### config.mk
export PLATFORM = sky130hd
export DESIGN_NAME = pbu_queue
export DESIGN_NICKNAME = d
export VERILOG_FILES = /design/src/rtl/pbu_pkg.sv /design/src/rtl/pbu_queue.sv
export SDC_FILE = /design/constraint.sdc
export NUM_CORES = 1
export LEC_CHECK = 0
export ABC_AREA = 1
export BUFFER_PORTS_ARGS = -buffer_cell sky130_fd_sc_hd__buf_2
export CAP_MARGIN = 20
export CORE_UTILIZATION = 45
export CTS_BUF_LIST = sky130_fd_sc_hd__clkbuf_2
export CTS_CLUSTER_SIZE = 20
export DETAILED_ROUTE_END_ITERATION = 8
export PLACE_DENSITY_LB_ADDON = 0.08
export SLEW_MARGIN = 20
export SYNTH_ARGS = -nofsm -noshare
export SYNTH_HDL_FRONTEND = slang
export SYNTH_SLANG_ARGS = --single-unit
### constraint.sdc
create_clock -name clk -period 19.05 [get_ports clk]
set_clock_uncertainty 0.2 [all_clocks]
set_input_delay 5.715 -clock clk [delete_from_list [all_inputs] [get_ports clk]]
set_output_delay 5.715 -clock clk [all_outputs]
set_load 0.02 [all_outputs]
### src/rtl/pbu_pkg.sv
// Shared types, codes and fixed-point helpers for the particle bounce update core.
// No dependencies; every rtl file imports this package.
`default_nettype none
package pbu_pkg;

	localparam int unsigned PARTICLE_COUNT_DEF = 1024;
	localparam int unsigned QUEUE_DEPTH = 2;

	localparam int unsigned IN_TDATA_W  = 296;
	localparam int unsigned OUT_TDATA_W = 240;

	localparam logic [2:0] REG_GRAVITY_X    = 3'd0;
	localparam logic [2:0] REG_GRAVITY_Y    = 3'd1;
	localparam logic [2:0] REG_GRAVITY_Z    = 3'd2;
	localparam logic [2:0] REG_RESTITUTION  = 3'd3;
	localparam logic [2:0] REG_DAMPING      = 3'd4;
	localparam logic [2:0] REG_FLOOR_HEIGHT = 3'd5;
	localparam logic [2:0] REG_SPAWN_HEIGHT = 3'd6;
	localparam logic [2:0] REG_LIFE_LIMIT   = 3'd7;

	localparam logic [1:0] HUE_CYAN    = 2'd0;
	localparam logic [1:0] HUE_YELLOW  = 2'd1;
	localparam logic [1:0] HUE_MAGENTA = 2'd2;

	localparam logic [32:0] HASH_MUL = 33'h045d9f3b;
	localparam logic [10:0] COUNT_MAX = 11'd2047;

	typedef enum logic [1:0] {
		OUT_DEAD = 2'd0,
		OUT_LIVE = 2'd1,
		OUT_EMIT = 2'd2
	} outcome_t;

	typedef struct packed {
		logic signed [31:0] gravity_x;
		logic signed [31:0] gravity_y;
		logic signed [31:0] gravity_z;
		logic [16:0]        restitution;
		logic [16:0]        damping;
		logic signed [31:0] floor_height;
		logic signed [31:0] spawn_height;
		logic [30:0]        life_limit;
	} cfg_t;

	// one classified record as it travels from front to back
	typedef struct packed {
		logic signed [31:0] pos_x;
		logic signed [31:0] pos_y;
		logic signed [31:0] pos_z;
		logic signed [31:0] vel_x;
		logic signed [31:0] vel_y;
		logic signed [31:0] vel_z;
		logic [1:0]         hue;
		logic signed [31:0] life;
		logic [9:0]         index;
		logic [31:0]        frame;
		logic [15:0]        dt;
		outcome_t           kind;
	} item_t;

	typedef struct packed {
		logic signed [31:0] pos_x;
		logic signed [31:0] pos_y;
		logic signed [31:0] pos_z;
		logic signed [31:0] vel_x;
		logic signed [31:0] vel_y;
		logic signed [31:0] vel_z;
		logic [1:0]         hue;
		logic signed [31:0] life;
		logic [7:0]         alpha;
		outcome_t           outcome;
	} result_t;

	function automatic logic signed [31:0] sat32(input logic signed [51:0] v);
		if (v > 52'sd2147483647)
			return 32'sh7fffffff;
		else if (v < -52'sd2147483648)
			return 32'sh80000000;
		else
			return v[31:0];
	endfunction

	// Q16.16 product rounding, half up
	function automatic logic signed [49:0] rnd16(input logic signed [65:0] p);
		logic signed [65:0] t;
		t = p + 66'sd32768;
		return t[65:16];
	endfunction

endpackage
`default_nettype wire

### src/rtl/pbu_queue.sv
// Short queue between front and back end.
// Depends on pbu_pkg.
`default_nettype none
module pbu_queue (
	input  wire logic           clk,
	input  wire logic           arst_n,
	input  wire logic           push,
	input  wire pbu_pkg::item_t push_item,
	output logic                full,
	input  wire logic           pop,
	output logic                empty,
	output pbu_pkg::item_t      pop_item
);
	import pbu_pkg::*;

	localparam int unsigned PW = (QUEUE_DEPTH > 1) ? $clog2(QUEUE_DEPTH) : 1;

	item_t            mem_q [QUEUE_DEPTH];
	logic [PW-1:0]    wr_q;
	logic [PW-1:0]    rd_q;
	logic [PW:0]      cnt_q;

	assign full     = cnt_q == (PW+1)'(QUEUE_DEPTH);
	assign empty    = cnt_q == '0;
	assign pop_item = mem_q[rd_q];

	always_ff @(posedge clk) begin
		if (push)
			mem_q[wr_q] <= push_item;
	end

	always_ff @(posedge clk or negedge arst_n) begin
		if (!arst_n) begin
			wr_q  <= '0;
			rd_q  <= '0;
			cnt_q <= '0;
		end else begin
			if (push)
				wr_q <= (wr_q == PW'(QUEUE_DEPTH - 1)) ? '0 : wr_q + 1'b1;
			if (pop)
				rd_q <= (rd_q == PW'(QUEUE_DEPTH - 1)) ? '0 : rd_q + 1'b1;
			if (push && !pop)
				cnt_q <= cnt_q + 1'b1;
			else if (pop && !push)
				cnt_q <= cnt_q - 1'b1;
		end
	end

endmodule
`default_nettype wire

==> results of run 1 <==
per-layer routing:
metal / share of wire, % / global-route usage [%]
met1: 36 / 20.3
met3: 11 / 11.9
met2: 51 / 32.6
met4: 2.4 / 9.39
met5: 0.15 / 0
flip-flops by register name (all words and copies together) (netlist names):
signal and flops:
wr_q 1, mem_q 572, cnt_q 2, rd_q 1
metrics by stage:
step | setup slack [ps] | area (um^2) | utilization [%]
floorplan | 203 | 21800 | -
global placement | 10160 | 25200 | 52.8
detailed placement | 10480 | 25300 | 52.9
CTS | 8990 | 26600 | 55.6
global route | 9040 | 26600 | 55.7
finish | 9330 | 26600 | 55.8
critical path, delay by kind of cell (launching register included):
kind | cells | cell delay (ps)
DFF | 1 | 990
buffers and inverters | 2 | 920
muxes | 1 | 420
power breakdown:
part / total (W) / switching (W) / internal [W]
combinational: 0.00149 / 0.000869 / 0.000624
sequential: 0.00176 / 0.0000775 / 0.00168
clock: 0.000825 / 0.000478 / 0.000348
worst min path at each step:
stage	cells after the start	from	end	slack, ps
detailed placement	2	cnt_q[1]	cnt_q[1]	310
CTS	2	cnt_q[1]	cnt_q[1]	330
global placement	2	cnt_q[1]	cnt_q[1]	290
finish	2	cnt_q[1]	cnt_q[1]	320
floorplan	2	cnt_q[1]	cnt_q[1]	260
global route	2	cnt_q[1]	cnt_q[1]	370
layout make-up:
type / instances / area, um^2
clock buffers: 224 / 1120
fillers: 3946 / 21100
repair buffers: 585 / 3010
well taps: 615 / 769
diodes: 24 / 60.1
clock inverters: 24 / 174
flip-flops and latches: 576 / 17300
inverters: 7 / 33.8
multi-input cells: 300 / 4170
layout by cell type, fill, tap and decap left out, drive strengths merged, types with 2 or more instances in the layout:
cell | netlist | final
mux2 | 286 | 286
nand2 | 5 | 5
diode | 0 | 24
inv | 7 | 10
edfxtp | 572 | 572
buf | 32 | 585
nor2 | 3 | 3
xor2 | 2 | 2
clkinv | 0 | 17
clkbuf | 0 | 224
dfrtp | 4 | 4
bufinv | 0 | 3
kinds of logic after synthesis:
family	synth area share (%)
flops	79.3
mux	18.7
buf+inv	1.63
simple gates	0.189
xor+xnor	0.121
fa+ha+maj	0.0574
==> metrics.txt, run 1 <==
arrival time at the worst endpoint 3810 ps; CTS Hold Bufs 0; flops & latches, synth 576; placed insts 2083; Warnings, synthesis 0; H-tree levels 4; Final Max Slew Viols 0; area leader, netlist edfxtp_1; Worst setup endpoint pop_item[278]; Avg Synthesized Cell Area 23.8 um^2; CP Capture Type output port; post-route minimum period 9720 ps; worst vdd ir 0.118 mV; Clock Sinks 576; Boundary Pins 578; synth top area cells edfxtp_1, mux2_4, mux2_2; worst reg2reg setup slack 16040 ps; total track usage 20.0%; clock tree buffer depth 3; number of nets in the layout 1911; die area 0.0493 mm^2; Placer Congestion 0.767; EDFF count, synth 572; num rows 80; r2r startpoint wr_q; CTS resizes 0; Pwr Total 0.00408 W; FF-to-FF path depth 3; core box area 0.0477 mm^2; Synth cell types 14; vias 11290; WL per Instance 21.2 um; Routed Antenna Nets 0; Setup CP Type reg2out; largest net degree at the start of global routing 154; Post-Syn Area 0.0218 mm^2; period utilization 51.0%; CP max FO 130; CTS Buf Count 150; setup bufs post-CTS 0; Die Ht 222 um; slowest stage delay, CP 990 ps; Via density 4.79; Post-Syn Instances 915; hpwl dp 33100 um; ys async rst share 0.694%; cell breakdown of the critical path buf_12 -> mux2_2 -> buf_2; Slew HR 29.2%; Die Wd 222 um; Req. time, crit path 13130 ps; status complete, no violations; final hold violation count 0; max_cap viols 0; total grt overflow 0; Area growth syn-to-layout 22.1%; Critical path origin rd_q; Peak Freq 0.103 GHz; vias in the first global route 11897; Non-Filler Instances 2355; worst min path class reg2reg; Lkg Pwr 10.9 nW; Setup violations, final 0; layout cells sized above 1 64.5%; clk root buf clkbuf_2; WHS 323 ps; Starting Density 45.6%; drt first pass iters 4; CTS clk-pin slew, worst paths 90 ps; drt total wl 49800 um; setup tns final 0 ps; Slew @ Worst Pin 1060 ps; top cells by count, synth edfxtp_1, mux2_4, mux2_2; first-pass GRT wire length 70900 um; CTS tree built; DRC errors left 0; RR Endpoint mem_q[0][105]; Synthesized Nets 1206; RSZ-0062 raised after global routing false; top-count cell post-synth edfxtp_1; Starting DRT DRC Count 537; PwrDens 153 mW/mm^2; clk_lat worst skew 1310 ps; critical path launch point type flop; IO Port Bufs 577; Seq/Total Area, Yosys 79.3%; initial antenna violation count 24; Synth Flop Type edfxtp_1; CP max-delay cell dfrtp_4; share of the synthesized area in the top cell type 78.8%
Power figures use the tool's default switching activity.
==> run 2, diff against run 1 <==
==> constraint.sdc (replaced) <==
create_clock -name clk -period 9.01 [get_ports clk]
set_clock_uncertainty 0.2 [all_clocks]
set_input_delay 2.703 -clock clk [delete_from_list [all_inputs] [get_ports clk]]
set_output_delay 2.703 -clock clk [all_outputs]
set_load 0.02 [all_outputs]
==> run 2 against run 1 <==
Effect of this change:
- non-clock buffer count up 5
- combinational power rose by 110%
- die area unchanged
- sequential share of layout area up 0.16 points
- critical path depth stayed put
- register-to-register slack lost 9900 ps
- highest routed layer unchanged
- design area shrank 0.24%
- via count is 0.45% higher
==> metrics.txt, run 2 (synthesis results as in run 1) <==
drt total wl 51300 um (was 49800 um); Clock Sinks 576 (unchanged); critical path launch point type flop (unchanged); Non-Filler Instances 2345 (was 2355); Design Area, Final 0.0266 mm^2 (about the same); Biggest register mem_q (unchanged); Starting Density 45.6% (unchanged); WL per Instance 21.9 um (was 21.2 um); Slew HR 41.0% (was 29.2%); CP Capture Type output port (unchanged); period utilization 72.1%; Peak Freq 0.154 GHz; die area 0.0493 mm^2 (unchanged); commonest non-fill, non-tap cell in the layout buf_2 (unchanged); Starting DRT DRC Count 565 (was 537); Die Wd 222 um (unchanged); placed insts 2087 (was 2083); initial antenna violation count 34 (was 24); dpl cell area 0.0253 mm^2 (about the same); Slew @ Worst Pin 886 ps (was 1060 ps); IO Port Bufs 577 (unchanged); CTS tree built (unchanged); net load switching power 0.00298 W (was 0.00142 W); clock tree buffer depth 3 (unchanged); CTS resizes 0 (unchanged); Setup CP Type reg2out (unchanged); clk root buf clkbuf_2 (unchanged); CTS Buf Count 147 (was 150); hpwl dp 34800 um (was 33100 um); Switching Share 35.0% (was 34.9%); vias 11341 (was 11290); most frequent cells in the layout buf_2, edfxtp_1, mux2_4, clkbuf_2, mux2_2 (unchanged); Internal 0.00555 W (was 0.00265 W); total grt overflow 0 (unchanged); num rows 80 (unchanged); Top Registers mem_q: 572 flops, cnt_q: 2 flops (unchanged); CTS clk-pin slew, worst paths 100 ps (was 90 ps); post-route minimum period 6490 ps; Clock Power Share 19.4% (was 20.2%); Lkg Pwr 10.9 nW (about the same); status complete, no violations (unchanged); worst min path class reg2reg (unchanged); H-tree levels 4 (unchanged); dpl ws 3750 ps (was 10480 ps); Placer Congestion 0.800 (was 0.767); number of nets in the layout 1913 (was 1911); max_cap viols 0 (unchanged); RSZ-0062 raised after global routing false (unchanged); CP max FO 44 (was 130); Req. time, crit path 6110 ps (was 13130 ps); core box area 0.0477 mm^2 (unchanged); DRC errors left 0 (unchanged); Boundary Pins 578 (unchanged); layout cells sized above 1 64.5% (about the same); Die Ht 222 um (unchanged); drt first pass iters 4 (unchanged); worst setup margin 2520 ps (was 9330 ps); combinational cell fraction of total power 36.9% (was 36.6%); total track usage 20.6% (was 20.0%); Setup violations, final 0 (unchanged); sequential power share 43.7% (was 43.1%); Pwr Total 0.00853 W (was 0.00408 W); Area growth syn-to-layout 21.8% (was 22.1%); clk_lat worst skew 1190 ps (was 1310 ps); PwrDens 321 mW/mm^2 (was 153 mW/mm^2); CTS Hold Bufs 0 (unchanged); arrival time at the worst endpoint 3590 ps (was 3810 ps); setup tns final 0 ps (unchanged); setup bufs post-CTS 0 (unchanged); Via density 4.84 (was 4.79); final hold violation count 0 (unchanged); Routed Antenna Nets 0 (unchanged); Final Max Slew Viols 0 (unchanged); vias in the first global route 11923 (was 11897); worst vdd ir 0.189 mV (was 0.118 mV); first-pass GRT wire length 72400 um (was 70900 um); number of flip-flops in the largest register 572 (unchanged); largest net degree at the start of global routing 178 (was 154)
[run 2: path summary, 6_finish.rpt]
path,startpoint,end,slack (ps),cells past startpoint
worst max register to register,wr_q,mem_q[1][276],6120,5
worst max-delay path,rd_q,pop_item[119],2520,3
worst min-delay path,cnt_q[1],cnt_q[1],320,2
max in group asynchronous,arst_n,cnt_q[1],7380,1
worst min register to register,cnt_q[1],cnt_q[1],320,2
min in group asynchronous,arst_n,rd_q,1070,1
[run 2: area by class of cell]
type / instances / area (um^2)
Inverter: 7 / 30.0
Clock buffer: 217 / 1090
Multi-Input combinational cell: 300 / 4170
Antenna cell: 24 / 60.1
Tap cell: 615 / 769
Clock inverter: 16 / 115
Fill cell: 3923 / 21200
Timing Repair Buffer: 590 / 3040
Sequential cell: 576 / 17300
[run 2: power groups by stage]
stage / sequential [W] / clock (W) / combinational, W
3_5_place_dp: 0.00380 / 0 / 0.00318
5_1_grt: 0.00377 / 0.00187 / 0.00331
3_3_place_gp: 0.00378 / 0 / 0.00318
6_report: 0.00373 / 0.00166 / 0.00315
2_1_floorplan: 0.00378 / 0 / 0.00233
4_1_cts: 0.00374 / 0.00174 / 0.00319
[run 2: routing by layer]
layer | vias to the layer above | track usage [%] | share of wire (%)
li1 | 5168 | - | -
met1 | 5543 | 21.1 | 35
met2 | 471 | 33.1 | 50
met3 | 125 | 12.1 | 11
met4 | 34 | 11.0 | 3.3
met5 | - | 0 | 0.39
[run 2: critical path, stage by stage, from the launching register on]
cell     delay, ps
dfrtp_4       1000
buf_4          740
mux2_4         360
buf_2          160
[run 2: metrics by stage]
stage	utilization [%]	hold WS (ps)
2_1_floorplan	-	263
3_3_place_gp	52.9	283
3_5_place_dp	52.9	307
4_1_cts	55.4	329
5_1_grt	55.6	373
6_report	55.6	322
