### config.mk
export PLATFORM = sky130hd
export DESIGN_NAME = pbu_front
export DESIGN_NICKNAME = d
export VERILOG_FILES = /design/src/rtl/pbu_pkg.sv /design/src/rtl/pbu_front.sv
export SDC_FILE = /design/constraint.sdc
export NUM_CORES = 1
export LEC_CHECK = 0
export ABC_AREA = 1
export BUFFER_PORTS_ARGS = -buffer_cell sky130_fd_sc_hd__buf_2
export CORE_AREA = 2 2 232 234
export CTS_BUF_LIST = sky130_fd_sc_hd__clkbuf_8
export CTS_CLUSTER_DIAMETER = 40
export DETAILED_ROUTE_END_ITERATION = 6
export DIE_AREA = 0 0 234 236
export PLACE_DENSITY = 0.38
export SLEW_MARGIN = 10
export SYNTH_ARGS = -nofsm -noshare
export SYNTH_HDL_FRONTEND = slang
export SYNTH_SLANG_ARGS = --single-unit
### constraint.sdc
create_clock -name clk -period 1.7 [get_ports clk]
set_input_delay 0.085 -clock clk [delete_from_list [all_inputs] [get_ports clk]]
set_output_delay 0.085 -clock clk [all_outputs]
set_load 0.02 [all_outputs]
### src/rtl/pbu_pkg.sv
// Shared types, codes and fixed-point helpers for the particle bounce update core.
// No dependencies; every rtl file imports this package.
`default_nettype none
package pbu_pkg;

	localparam int unsigned PARTICLE_COUNT_DEF = 1024;
	localparam int unsigned QUEUE_DEPTH = 2;

	localparam int unsigned IN_TDATA_W  = 296;
	localparam int unsigned OUT_TDATA_W = 240;

	localparam logic [2:0] REG_GRAVITY_X    = 3'd0;
	localparam logic [2:0] REG_GRAVITY_Y    = 3'd1;
	localparam logic [2:0] REG_GRAVITY_Z    = 3'd2;
	localparam logic [2:0] REG_RESTITUTION  = 3'd3;
	localparam logic [2:0] REG_DAMPING      = 3'd4;
	localparam logic [2:0] REG_FLOOR_HEIGHT = 3'd5;
	localparam logic [2:0] REG_SPAWN_HEIGHT = 3'd6;
	localparam logic [2:0] REG_LIFE_LIMIT   = 3'd7;

	localparam logic [1:0] HUE_CYAN    = 2'd0;
	localparam logic [1:0] HUE_YELLOW  = 2'd1;
	localparam logic [1:0] HUE_MAGENTA = 2'd2;

	localparam logic [32:0] HASH_MUL = 33'h045d9f3b;
	localparam logic [10:0] COUNT_MAX = 11'd2047;

	typedef enum logic [1:0] {
		OUT_DEAD = 2'd0,
		OUT_LIVE = 2'd1,
		OUT_EMIT = 2'd2
	} outcome_t;

	typedef struct packed {
		logic signed [31:0] gravity_x;
		logic signed [31:0] gravity_y;
		logic signed [31:0] gravity_z;
		logic [16:0]        restitution;
		logic [16:0]        damping;
		logic signed [31:0] floor_height;
		logic signed [31:0] spawn_height;
		logic [30:0]        life_limit;
	} cfg_t;

	// one classified record as it travels from front to back
	typedef struct packed {
		logic signed [31:0] pos_x;
		logic signed [31:0] pos_y;
		logic signed [31:0] pos_z;
		logic signed [31:0] vel_x;
		logic signed [31:0] vel_y;
		logic signed [31:0] vel_z;
		logic [1:0]         hue;
		logic signed [31:0] life;
		logic [9:0]         index;
		logic [31:0]        frame;
		logic [15:0]        dt;
		outcome_t           kind;
	} item_t;

	typedef struct packed {
		logic signed [31:0] pos_x;
		logic signed [31:0] pos_y;
		logic signed [31:0] pos_z;
		logic signed [31:0] vel_x;
		logic signed [31:0] vel_y;
		logic signed [31:0] vel_z;
		logic [1:0]         hue;
		logic signed [31:0] life;
		logic [7:0]         alpha;
		outcome_t           outcome;
	} result_t;

	function automatic logic signed [31:0] sat32(input logic signed [51:0] v);
		if (v > 52'sd2147483647)
			return 32'sh7fffffff;
		else if (v < -52'sd2147483648)
			return 32'sh80000000;
		else
			return v[31:0];
	endfunction

	// Q16.16 product rounding, half up
	function automatic logic signed [49:0] rnd16(input logic signed [65:0] p);
		logic signed [65:0] t;
		t = p + 66'sd32768;
		return t[65:16];
	endfunction

endpackage
`default_nettype wire

### src/rtl/pbu_front.sv
// Front end: accepts records, classifies them as dead, live or emitted and
// keeps the per-frame emit counter. Depends on pbu_pkg.
`default_nettype none
module pbu_front #(
	parameter int unsigned PARTICLE_COUNT = pbu_pkg::PARTICLE_COUNT_DEF
) (
	input  wire logic          clk,
	input  wire logic          arst_n,
	input  wire logic          in_valid,
	output logic               in_ready,
	input  wire pbu_pkg::item_t in_item,
	input  wire logic [10:0]   in_budget,
	output logic               push,
	output pbu_pkg::item_t     push_item,
	input  wire logic          q_full
);
	import pbu_pkg::*;

	logic [10:0] count_q;
	logic [10:0] count_eff;
	logic        in_range;
	logic        take;

	assign in_ready = !q_full;
	assign take     = in_valid && in_ready;
	assign count_eff = (in_item.index == 10'd0) ? 11'd0 : count_q;
	assign in_range  = {7'd0, in_item.index} < 17'(PARTICLE_COUNT);

	always_comb begin
		push_item = in_item;
		if (in_item.hue > HUE_MAGENTA)
			push_item.hue = HUE_MAGENTA;
		if (!in_range)
			push_item.kind = OUT_DEAD;
		else if (in_item.life > 32'sd0)
			push_item.kind = OUT_LIVE;
		else if (count_eff < in_budget)
			push_item.kind = OUT_EMIT;
		else
			push_item.kind = OUT_DEAD;
	end

	assign push = take;

	always_ff @(posedge clk or negedge arst_n) begin
		if (!arst_n) begin
			count_q <= '0;
		end else if (take) begin
			if (push_item.kind == OUT_EMIT && count_eff != COUNT_MAX)
				count_q <= count_eff + 11'd1;
			else
				count_q <= count_eff;
		end
	end

	a_no_overflow: assert property (@(posedge clk) disable iff (!arst_n)
		push |-> !q_full) else $error("push into full queue");
	a_frame_clear: assert property (@(posedge clk) disable iff (!arst_n)
		take && in_item.index == 10'd0 && push_item.kind != OUT_EMIT |=> count_q == 11'd0)
		else $error("counter not cleared at frame start");
	a_count_step: assert property (@(posedge clk) disable iff (!arst_n)
		take && push_item.kind == OUT_EMIT && count_eff != COUNT_MAX
		|=> count_q == $past(count_eff) + 11'd1) else $error("emit count not advanced");

endmodule
`default_nettype wire

==> run_results.csv, run 1 <==
group,metric,value,unit
status,outcome,"complete, but fails checks",
status,violations,"setup timing",
power_and_ir_drop,p_leak,1.52,nW
clock_tree,path_clk_slew,0.06,ns
synthesis,syn_inst,509,
worst_setup_path,max_stage_delay,0.44,ns
timing,fin_ws,-0.317,ns
floorplan,dieArea,0.0552,sq mm
drt,drc,0,
floorplan,coreArea,0.0531,sq mm
final_layout,multi_input_area,0.00115,sq mm
clock_tree,clock_latency,0.24,ns
timing,setup_violations,12,
clock_tree,cts_max_level,1,
global_routing,grt_pass1_vias,2340,
synthesis,avgSynthCellArea,6.83,sq um
synthesis,synth_nets,819,
timing,hold_violations,0,
clock_tree,clock_sinks,11,
timing,maxSlewViolCount,0,
timing,relSlewSlack,0.780,
worst_setup_path,crit_required,1.62,ns
worst_setup_path,crit_slowest_cell,"dfrtp_2",
floorplan,ios,589,
worst_setup_path,crit_family,"simple AND/OR/NAND/NOR gates",
synthesis,synth_seq_cells,11,
timing,post-route-period-util,1.19,
job,drv_cap,0,
placement,dpl-instance-area,0.00306,sq mm
final_layout,final_util,0.0652,
worst_setup_path,cpMostUsedCell,"nand2_4",
floorplan,fp.dieW,234,um
final_layout,regArea,277,sq um
final_layout,regMostFlops,"count_q",
timing,max_freq,496,MHz
worst_setup_path,crit_buf_inv,4,
global_routing,grt_max_degree,16,
final_layout,area_growth_syn_to_layout,-0.468,%
synthesis,synth_area,0.00348,sq mm
global_routing,grt_pass1_wl,15900,um
global_routing,grt-ovfl-total,0,
global_routing,antenna_found_initial,3,
timing,fin_skew,0.00185,ns
clock_tree,clockRootBuffer,"clkbuf_8",
final_layout,largest_register_ffs,11,
synthesis,synth_seq_area_share,0.0792,
drt,drt_iter0_drc,112,
drt,num_vias,2336,
power_and_ir_drop,power.density,415,mW/mm^2
timing,tightest_slew,0.329,ns
global_routing,track_usage,0.0410,
worst_setup_path,endpoint_kind,"output pin",
drt,drtPass1Iterations,4,
drt,wl_per_cell,11.2,um
drt,vias_per_cell,2.16,
power_and_ir_drop,worst_ir_drop_vdd,201,uV
power_and_ir_drop,seq_power_share,0.231,
worst_setup_path,crit_path_cell_trace,"nand2_4 -> inv_2 -> ha_4 -> nand2_4 -> inv_2 -> nand3_4 -> nor2_4 -> nand3_2 -> nor2_4 -> a21oi_4 -> nand2_4 -> inv_6 -> buf_6",
synthesis,yosysWarnings,0,
final_layout,fin_nets,696,
clock_tree,cts_buffers,3,
timing,rsz0062_at_grt,"true",
synthesis,ys_types,29,
final_layout,reg_top3,"count_q x11",
timing,fin_crit,2.02,ns
final_layout,layout-drive-gt1-share,0.561,
worst_setup_path,cp_data_arrival_time,1.93,ns
power_and_ir_drop,p_int,0.828,mW
placement,dp_hpwl,10400,um
placement,place_congestion,0.748,
power_and_ir_drop,switching_power,0.608,mW
power_and_ir_drop,comb_power_share,0.579,
power_and_ir_drop,p_sw_frac,0.424,
drt,postRouteAntennaNets,0,
worst_setup_path,cp-start-kind,"flop",
worst_setup_path,crit_fanout,3,
placement,io_buffers,106,
worst_hold_path,min_path_type,"input pin to output pin",
floorplan,die_h,236,um
drt,routed_wl,12200,um
clock_tree,clk_path_buf_depth,2,
clock_tree,cts_tree,"built",
final_layout,fin_area,0.00346,sq mm
worst_setup_path,path_class,"flop to output pin",
final_layout,fillerInstances,6226,
power_and_ir_drop,p_clk_frac,0.190,
floorplan,floorplan.initialDensity,0.0655,
final_layout,diodes,0,
floorplan,rows,85,
## metal layers
layer / wire length (um) / part of all wire / global-route usage / vias to the layer above
met2: 4950 / 0.41 / 0.0548 / 246
li1: - / - / - / 1018
met5: 70 / 0.0058 / 0.00714 / -
met4: 1300 / 0.11 / 0.0449 / 4
met3: 1910 / 0.16 / 0.0282 / 106
met1: 3930 / 0.32 / 0.0387 / 962
## logic make-up after synthesis
| family | after synthesis | share of synthesized area |
|---|---|---|
| xor gates and xnor gates | 1 | 0.00252 |
| AOI/OAI and AO/OA | 10 | 0.0234 |
| and+or+nand+nor | 150 | 0.203 |
| buffers and inverters | 328 | 0.660 |
| DFF | 11 | 0.0792 |
| adders and majority gates | 9 | 0.0324 |
## worst register-to-register path: cells and delay by family, from the launching register on
family | cells | cell delay, ns
AO/OA/AOI/OAI | 2 | 0.39
adder cells (fa/ha/maj) | 1 | 0.22
buffers and inverters | 3 | 0.32
flip-flops | 1 | 0.35
AND/OR/NAND/NOR | 7 | 0.58
## layout make-up
class	count	area share
well taps	696	0.252
flip-flops and latches	11	0.0799
clock buffers	3	0.0119
multi-input cells	170	0.334
repair buffers	156	0.273
clock inverters	1	0.00108
inverters	44	0.0492
## stage by stage
step | TNS, ns | hold slack [ns] | total power, mW | instances | worst slack (ns)
after floorplan | -1.97 | -0.211 | 1.62 | 509 | -0.240
after global placement | -6.10 | -0.00134 | 1.09 | 1064 | -0.541
after detailed placement | -6.69 | 0.00282 | 1.09 | 1064 | -0.594
after CTS | -3.77 | 0.170 | 1.40 | 1075 | -0.384
after global routing | -4.56 | 0.170 | 1.57 | 1081 | -0.441
final | -2.89 | 0.170 | 1.44 | 1081 | -0.317
## final timing paths
| path | from | end | slack, ns | depth (start not counted) |
|---|---|---|---|---|
| setup / recovery | count_q[9] | push_item[1] | -0.32 | 13 |
| hold / removal | in_item[9] | push_item[9] | 0.17 | 0 |
| setup reg to reg | count_q[10] | count_q[2] | -0.26 | 13 |
| hold reg to reg | count_q[1] | count_q[1] | 0.56 | 3 |
| max in group asynchronous | arst_n | count_q[9] | 1.09 | 2 |
| min in group asynchronous | arst_n | count_q[6] | 0.35 | 2 |
## synthesized netlist by cell type
cell type | n | area (sq um)
nand3_1 | 17 | 85.1
nand2_4 | 2 | 22.5
nor3_1 | 1 | 5.00
nand3b_1 | 1 | 7.51
inv_2 | 1 | 3.75
nor2_1 | 40 | 150
nand3_2 | 4 | 40.0
nor2_2 | 5 | 31.3
o21bai_1 | 4 | 30.0
ha_1 | 9 | 113
clkbuf_1 | 1 | 3.75
o21ai_0 | 1 | 5.00
clkinv_1 | 1 | 3.75
nand2_2 | 5 | 31.3
dfrtp_1 | 11 | 275
or2_0 | 1 | 6.26
a211oi_2 | 1 | 12.5
nand4_2 | 1 | 12.5
xor2_1 | 1 | 8.76
inv_1 | 41 | 154
inv_4 | 1 | 6.26
a211oi_1 | 1 | 7.51
buf_2 | 1 | 5.00
nand4_1 | 7 | 43.8
buf_4 | 282 | 2120
a21oi_4 | 1 | 16.3
nor2_4 | 3 | 33.8
nand2_1 | 63 | 236
a21oi_1 | 2 | 10.0
## power groups by stage
stage	logic (mW)	clock network, mW	registers (mW)
final	0.831	0.273	0.332
after global routing	0.928	0.302	0.336
after CTS	0.785	0.286	0.331
after detailed placement	0.756	0	0.335
after global placement	0.757	0	0.336
after floorplan	1.29	0	0.335
## placed cells by master (no fill, tap or decap), drive strengths merged
cell         instances
a211oi               2
a21oi                3
buf                155
clkbuf               3
clkinv               1
dfrtp               11
dlygate4sd3          1
ha                   9
inv                 44
nand2               70
nand3               21
nand3b               1
nand4                8
nor2                48
nor3                 1
o21ai                1
o21bai               4
or2                  1
xor2                 1
## repair_timing
action	4_1_cts	5_1_grt
pin swaps	5	20
hold endpoints to repair	11	0
gates resized for setup	11	49
endpoints found under the setup margin	12	12
setup buffers	6	7
hold buffers	1	0
cloned	0	0
Note: power is estimated with default switching activity, not from simulation.
==> run 2: changes to the inputs <==
- PLACE_DENSITY: 0.38 -> 0.37
- clock period: 1.7 -> 2.4 ns (I/O delays scaled with it)
==> run_results.csv, run 2 (synthesized netlist as in run 1, its figures left out) <==
group,metric,value,unit
clock_tree,cts_max_level,1,
final_layout,regMostFlops,"count_q",
global_routing,antenna_found_initial,3,
timing,hold_violations,0,
drt,wl_per_cell,11.1,um
worst_setup_path,r2r_end,"count_q[5]",
timing,fin_crit,2.20,ns
timing,post-route-period-util,0.917,
clock_tree,clockRootBuffer,"clkbuf_8",
final_layout,diodes,0,
status,outcome,"finished, final reports clean",
final_layout,final_cells,1045,
final_layout,fin_nets,660,
global_routing,grt_pass1_wl,15200,um
final_layout,final_cell_mix,"buf_2 (105), nand2_1 (62), inv_1 (42)",
placement,dpl.cell_count,1036,
timing,rsz0062_at_grt,"false",
placement,io_buffers,106,
floorplan,rows,85,
timing,fin_skew,0.00166,ns
floorplan,die_h,236,um
clock_tree,cts_buffers,3,
placement,dp_hpwl,10200,um
placement,place_congestion,0.737,
clock_tree,clock_sinks,11,
worst_hold_path,min_to,"push_item[108]",
worst_setup_path,crit_fanout,7,
worst_setup_path,path_class,"input pin to output pin",
worst_hold_path,min_path_cells,0,
worst_setup_path,critPathLaunch,"in_item[59]",
final_layout,reg_top3,"count_q x11",
final_layout,fillerInstances,6273,
job,drv_cap,0,
final_layout,final_common_cell,"buf_2",
global_routing,grt_max_degree,16,
final_layout,multi_input_area,946,sq um
final_layout,area_growth_syn_to_layout,-15.3,%
global_routing,track_usage,0.0393,
drt,drt_iter0_drc,63,
drt,drc,0,
final_layout,largest_register_ffs,11,
timing,relSlewSlack,0.734,
worst_setup_path,cp_data_arrival_time,2.08,ns
timing,tightest_slew,0.398,ns
power_and_ir_drop,power.density,299,mW/mm^2
floorplan,floorplan.initialDensity,0.0655,
clock_tree,clock_latency,0.24,ns
worst_hold_path,min_path_type,"input pin to output pin",
floorplan,dieArea,0.0552,sq mm
power_and_ir_drop,p_leak,1.30,nW
timing,setup_violations,0,
floorplan,fp.dieW,234,um
worst_hold_path,min_from,"in_item[108]",
worst_setup_path,endpoint_kind,"output pin",
timing,maxSlewViolCount,0,
final_layout,regArea,275,sq um
floorplan,coreArea,0.0531,sq mm
clock_tree,cts_tree,"built",
final_layout,layout-drive-gt1-share,0.444,
timing,holdWs,0.240,ns
timing,max_freq,455,MHz
clock_tree,clk_path_buf_depth,2,
final_layout,fin_area,0.00295,sq mm
drt,postRouteAntennaNets,0,
worst_setup_path,r2r_slack,0.30,ns
global_routing,grt_pass1_vias,2265,
worst_setup_path,cp-start-kind,"input pin",
drt,routed_wl,11600,um
power_and_ir_drop,worst_ir_drop_vdd,100,uV
worst_setup_path,crit_required,2.28,ns
drt,drtPass1Iterations,4,
placement,dpl-instance-area,0.00282,sq mm
global_routing,grt-ovfl-total,0,
worst_setup_path,reg2reg_depth,14,
worst_setup_path,worst_r2r_startpoint,"count_q[8]",
drt,vias_per_cell,2.13,
drt,num_vias,2225,
floorplan,ios,589,
[run 2: critical path: stages]
cell     delay (ns)
buf_2          0.12
nor2_1         0.12
nand2_2        0.10
nor2_4         0.22
buf_4          0.15
buf_4          0.10
nor2_1         0.03
ha_1           0.29
a21oi_1        0.18
nand2_2        0.09
a21oi_4        0.21
nand2_4        0.09
inv_4          0.09
buf_4          0.16
[run 2: area by class of cell]
| type | instances | share of cell area |
|---|---|---|
| Multi-Input combinational cell | 170 | 0.321 |
| Timing Repair Buffer | 120 | 0.218 |
| Sequential cell | 11 | 0.0935 |
| Inverter | 44 | 0.0569 |
| Clock buffer | 3 | 0.0140 |
| Clock inverter | 1 | 0.00127 |
| Tap cell | 696 | 0.296 |
[run 2: routing by layer]
layer  GRT usage  vias up  part of all wire
li1            -      951                 -
met1      0.0364      915              0.34
met2      0.0532      249              0.40
met3      0.0316      106              0.17
met4      0.0364        4             0.090
met5     0.00804        -            0.0064
[run 2: power by group]
part | total (mW) | switching (mW) | leakage (nW) | internal [mW]
Clock | 0.188 | 0.0756 | 0.0269 | 0.113
Sequential | 0.246 | 0.0305 | 0.148 | 0.216
Combinational | 0.445 | 0.274 | 1.12 | 0.171
Total | 0.879 | 0.380 | 1.30 | 0.500
[run 2: timing repair]
item                                   in CTS  in global routing
endpoints found under the hold margin      11                  0
buffers inserted                            1                  3
pin swaps                                   1                  4
hold buffers                                1                  0
gates resized for setup                     3                  9
setup endpoints to repair                   1                  1
[run 2: worst max-delay path by stage]
stage                         endpoint  slack, ns  depth (start not counted)
after floorplan             count_q[8]       0.38                         14
after global placement    push_item[1]      -0.07                         14
after detailed placement  push_item[1]      -0.07                         14
after CTS                 push_item[1]      0.006                         14
after global routing      push_item[1]      0.009                         16
final                     push_item[1]       0.20                         14
[run 2: metrics by stage]
step	setup slack [ns]	utilization	TNS [ns]	power (mW)
floorplan	0.383	-	0	1.15
global placement	-0.0696	0.0531	-0.122	0.689
detailed placement	-0.0696	0.0531	-0.185	0.693
CTS	0.00594	0.0545	0	0.893
global route	0.00877	0.0555	0	0.961
finish	0.200	0.0555	0	0.879
